--- src/rtl/prds_div.sv ---
// ----------------------------------------------------------------------------
// prds_div
// Restoring unsigned divider, one quotient bit per cycle.
// ----------------------------------------------------------------------------
`default_nettype none

module prds_div #(
  parameter int unsigned Wn = 62,
  parameter int unsigned Wd = 50
) (
  input  logic          clk_i,
  input  logic          rst_ni,
  input  logic          start_i,
  input  logic [Wn-1:0] num_i,
  input  logic [Wd-1:0] den_i,
  output logic [Wn-1:0] quo_o,
  output logic          done_o
);
  localparam int unsigned CntW = $clog2(Wn + 1);

  logic            busy_q, done_q;
  logic [CntW-1:0] cnt_q;
  logic [Wn-1:0]   acc_q;
  logic [Wd-1:0]   rem_q, den_q, rem_nx;
  logic [Wd:0]     trial, diff;
  logic            ge;

  always_comb begin
    trial  = {rem_q, acc_q[Wn-1]};
    ge     = trial >= {1'b0, den_q};
    diff   = trial - {1'b0, den_q};
    rem_nx = ge ? diff[Wd-1:0] : trial[Wd-1:0];
  end

  always_ff @(posedge clk_i or negedge rst_ni) begin
    if (!rst_ni) begin
      busy_q <= 1'b0;
      done_q <= 1'b0;
      cnt_q  <= '0;
    end else if (start_i) begin
      busy_q <= 1'b1;
      done_q <= 1'b0;
      cnt_q  <= '0;
    end else if (busy_q) begin
      cnt_q <= cnt_q + CntW'(1);
      if (cnt_q == CntW'(Wn - 1)) begin
        busy_q <= 1'b0;
        done_q <= 1'b1;
      end
    end else begin
      done_q <= 1'b0;
    end
  end

  always_ff @(posedge clk_i) begin
    if (start_i) begin
      acc_q <= num_i;
      rem_q <= '0;
      den_q <= den_i;
    end else if (busy_q) begin
      acc_q <= {acc_q[Wn-2:0], ge};
      rem_q <= rem_nx;
    end
  end

  assign quo_o  = acc_q;
  assign done_o = done_q;

endmodule

`default_nettype wire

--- config.mk ---
export PLATFORM = sky130hd
export DESIGN_NAME = prds_div
export DESIGN_NICKNAME = d
export VERILOG_FILES = /design/src/rtl/prds_div.sv
export SDC_FILE = /design/constraint.sdc
export NUM_CORES = 1
export LEC_CHECK = 0
export ABC_AREA = 1
export BUFFER_PORTS_ARGS = -buffer_cell sky130_fd_sc_hd__buf_2
export CAP_MARGIN = 10
export CORE_MARGIN = 4
export CORE_UTILIZATION = 45
export CTS_BUF_LIST = sky130_fd_sc_hd__clkbuf_8 sky130_fd_sc_hd__clkbuf_16
export DETAILED_ROUTE_END_ITERATION = 10
export PLACE_DENSITY = 0.68
export SYNTH_ARGS = -nofsm -noshare
export SYNTH_HDL_FRONTEND = slang
export SYNTH_SLANG_ARGS = --single-unit
--- constraint.sdc ---
create_clock -name clk_i -period 2.76 [get_ports clk_i]
set_input_delay 0.828 -clock clk_i [delete_from_list [all_inputs] [get_ports clk_i]]
set_output_delay 0.828 -clock clk_i [all_outputs]
set_load 0.005 [all_outputs]
After elaboration in Yosys (flattened, before gate mapping). Cells that the tools add are included.

Output and inout port bits: 63. Word-level logic and storage cells: 23. Input port bits: 115. Flip-flop bits (word level): 170.

Eq/ne operators: 2. Add/sub/neg operators: 2. $lt $le $gt $ge: 1. Reductions and logical operators: 1. Mux-type cells: 11.

Operator list (count): two-way mux 62 bit (2); greater-or-equal comparator 51 x 50 -> 1 bit (1); two-way mux 50 bit (1); subtractor 50 bit (1); two-way mux 6 bit (2); adder 6 x 1 -> 6 bit, second input constant (1); == test 6 bit, second input constant (1); two-way mux 1 bit (6); inequality test 3 x 2 -> 1 bit, second input constant (1); nonzero test 2 bit (1).

Depth between registers and ports, before layout.
Word-level depth: 4. Gate-level depth with buffers: 17. Mapped depth without buffers: 17.

Worst setup path before layout. No wires, ideal clock.

Path kind: input to register. Start: in start_i. End: reg acc_q[0] (netlist: quo_o[0]), enable pin. Arrival: 3016 ps. Cell stages on the path: 3. Path slack: -707 ps. Data required time: 2309 ps. Library setup time: 451 ps. Path buffers: 1. Cells stage by stage: nor2_1 inv_1 clkbuf_1.

Word-level cells in the longest chain between the ends: 1.

RTL lines: from (decl) (line 13) `input logic start_i,`; nonzero test 2 bit (no source line); to (signal assigned) (line 57) `acc_q <= num_i;`; to (signal assigned) (line 61) `acc_q <= {acc_q[Wn-2:0], ge};`; to (decl) (line 23) `logic [Wn-1:0] acc_q;`.

Every way passes these cells. A chain may end at the register's enable or synchronous reset.

Worst setup path in the final report.
Start: reg den_q[40]. End: reg rem_q[44].

Word-level cells in the longest chain between the ends: 2. Elaborated cells on any way between the ends: 3. Classes of those cells: add/sub (1); order compare (1); mux (1).

RTL lines: from (decl) (line 24) `logic [Wd-1:0] rem_q, den_q, rem_nx;`; from (signal assigned) (line 59) `den_q <= den_i;`; subtractor 50 bit / greater-or-equal comparator 51 x 50 -> 1 bit (equally long branches) (line 31, 30); two-way mux 50 bit (*) (line 32) `rem_nx = ge ? diff[Wd-1:0] : trial[Wd-1:0];`; to (signal assigned) (line 62) `rem_q <= rem_nx;`; to (decl) (line 24).

Every way passes the cells marked *; elsewhere a longest branch is shown, timed or not.

==> results.cfg <==
[route]
drcViolationCount = 0
routed_via_density = 4.90
wl_per_cell_um = 15.5
dr.first_iter.drc_count = 789
routed_wl_mm = 34.7
ant_nets = 0
drt-pass1-iter-count = 5
vias = 10900

[sta]
final_max_slew_viol_count = 0
clock.fmax_mhz = 390
worst_pin_slew_ps = 489
final.setup.tns_ps = 0
setup_viol = 0
hold_viol = 0
fin_crit_ps = 2570
maxSlewHeadroom_pct = 67.4
rsz0062_at_grt = false
clock_skew_ps = 22.0
finalCritPeriodShare_pct = 92.9

[power]
p_int_uw = 6830
power.density_nw_per_um2 = 939
pwr-share-seq_pct = 27.9
p_comb_share_pct = 52.3
swShare_pct = 46.0
p_sw_uw = 5830
irDropWorstVdd_mv = 0.410
power.share.clock_pct = 19.8
p_leak_uw = 0.00744

[floorplan]
initial_core_util_pct = 45.7
core_um2 = 25200
top_level_ports = 178
die_x_um = 168
dieArea_um2 = 28200
core.rowCount = 58
die_y_um = 168

[yosys]
synth_top_cell_by_area = edfxtp_1
ys_seq_elements = 170
synthCells = 1710
syn-num-nets = 1878
synth_warnings = 0
async_reset_ff_share_pct = 4.71
synth.area.top_cells = edfxtp_1 (29%), nand2_1 (23%), inv_1 (11%), dfxtp_1 (8.7%), nand3_1 (6.3%)
yosysSeqAreaShare_pct = 39.6
yosysTopAreaCellShare_pct = 29.2
avgSynthCellArea_um2 = 6.74
synthFlopType = edfxtp_1
synth-edff-count = 112
synth.distinct_cells = 40
syn_area_um2 = 11500

[clock_network]
clk_path_buf_depth = 2
clock-sinks = 170
post_cts_buffers = 0
cts_buffers = 17
clk_pin_slew_worst_paths_ps = 80
clk_latency_ps = 450
cts_tree = done
hold_buffers = 0
clock-root-buffer = clkbuf_16
cts_htree_levels = 4

[setup_path]
start_kind = flip-flop
crit_fanout = 22
cp_common_cell = nand2_1
path_class = flip-flop to flip-flop
critical-path-slowest-cell = ha_1
worstPathCellList = inv_1, ha_1, nand2_1, nor2_1, nand2_1, nor2_1, nand3_1, nand3_2, nor2_8, nand2_8, buf_4, nand3_1, nand2_1, nand2_1
cp.arrival_ps = 2900
crit_path_end_kind = flip-flop
ff2ff_setup_slack_ps = 190
cp.required_ps = 3100
crit_path_max_incr_delay_ps = 420

[layout]
final_common_cell = nand2_1
drive_gt1_share_pct = 14.4
layout_common_cells = nand2_1 (708), inv_1 (324), buf_2 (176)
final_util_pct = 53.5
area_growth_pct = 17.0
nets = 2058
antennaDiodeCount = 0

[job]
max_cap_violations = 0

[global_routing]
grt_usage_pct = 24.9
grt_pass1_wl_mm = 56.4
overflow = 0
grt_max_degree = 99
antenna_found_initial = 1
grt_pass1_vias = 10800

[placed_design]
numPortBuffers = 177
dp_hpwl_mm = 27.5
gp_congestion = 0.997

[outcome]
outcome = finished clean

[worst_hold_path]
hp-class = input port to asynchronous set/reset pin
state kept, by name, indices dropped and copies added (netlist names):
| register | count |
|---|---|
| rem_q | 50 |
| den_q | 50 |
| cnt_q | 6 |
| done_o | 1 |
| quo_o | 62 |
| busy_q | 1 |
area by class of cell:
type	instances	area (µm²)
clock buffers	17	425
clock inverters	15	189
fillers	2526	11700
inverters	340	1280
multi-input cells	1162	5490
flip-flops and latches	170	4560
well taps	330	413
repair buffers	199	1120
worst max-delay path, delay by kind of cell (launching register included):
family | cells | cell delay, ps
AND/OR/NAND/NOR | 11 | 1520
flip-flops | 1 | 320
adder cells (fa/ha/maj) | 1 | 420
buffers and inverters | 2 | 230
cell families after synthesis:
group / count (synthesis) / synth area share (%)
compound gates: 83 / 4.03
xor+xnor: 24 / 1.82
fa+ha+maj: 53 / 5.82
buf+inv: 378 / 12.8
flops: 170 / 39.6
simple gates: 1002 / 35.9
power groups by stage:
stage               Combinational, µW  Clock (µW)  Sequential, µW
CTS                              6560        2550            3530
global route                     7520        2670            3590
detailed placement               6530           0            3570
floorplan                        4770           0            3510
global placement                 6510           0            3570
finish                           6620        2500            3530
synthesized netlist by cell type, types with 2 or more instances:
cell and number:
and2_1 3, nor2_1 94, ha_1 52, nand3_2 2
dfxtp_1 50, a21oi_1 31, nand2_2 3, edfxtp_1 112
nor2_2 11, nand2_1 708, a21oi_2 2, inv_1 325
nand3b_1 5, clkbuf_1 15, inv_2 14, a21o_1 2
nand3_1 146, xnor2_1 23, o21ai_1 27, dfrtp_1 8
buf_1 5, nor3_1 12, o21bai_1 5, buf_2 11
o21a_1 3, o21ai_0 8, buf_4 2, nand4_1 13
a31oi_1 3, buf_6 5
path summary, 6_finish.rpt:
path / cells after the start / from / endpoint
max reg2reg: 14 / den_q[40] / rem_q[44]
min reg2reg: 2 / rem_q[49] / rem_q[49]
max in group asynchronous: 1 / rst_ni / busy_q
min: 1 / rst_ni / done_o
max: 14 / den_q[40] / rem_q[44]
min in group clk_i: 2 / rem_q[49] / rem_q[49]
stage by stage:
stage,hold WS [ps],area (µm²),worst slack (ps),cells,total power [µW]
2_1_floorplan,444,11500,250,1710,8280
3_3_place_gp,456,12900,130,2201,10100
3_5_place_dp,461,12900,154,2201,10100
4_1_cts,203,13500,126,2233,12600
5_1_grt,208,13500,3.51,2233,13800
6_report,211,13500,195,2233,12700
timing repair:
| item | CTS | global route |
|---|---|---|
| gates resized for setup | 0 | 3 |
| hold endpoints to repair | 0 | 0 |
| setup endpoints to repair | 0 | 29 |
routing by layer:
metal | vias up | share of wire (%) | global-route usage (%)
li1 | 5606 | - | -
met1 | 4922 | 45 | 34.4
met2 | 367 | 46 | 41.0
met3 | 37 | 7.6 | 4.79
met4 | 2 | 1.5 | 5.36
met5 | - | 0.035 | 0
Power figures use the tool's default switching activity.
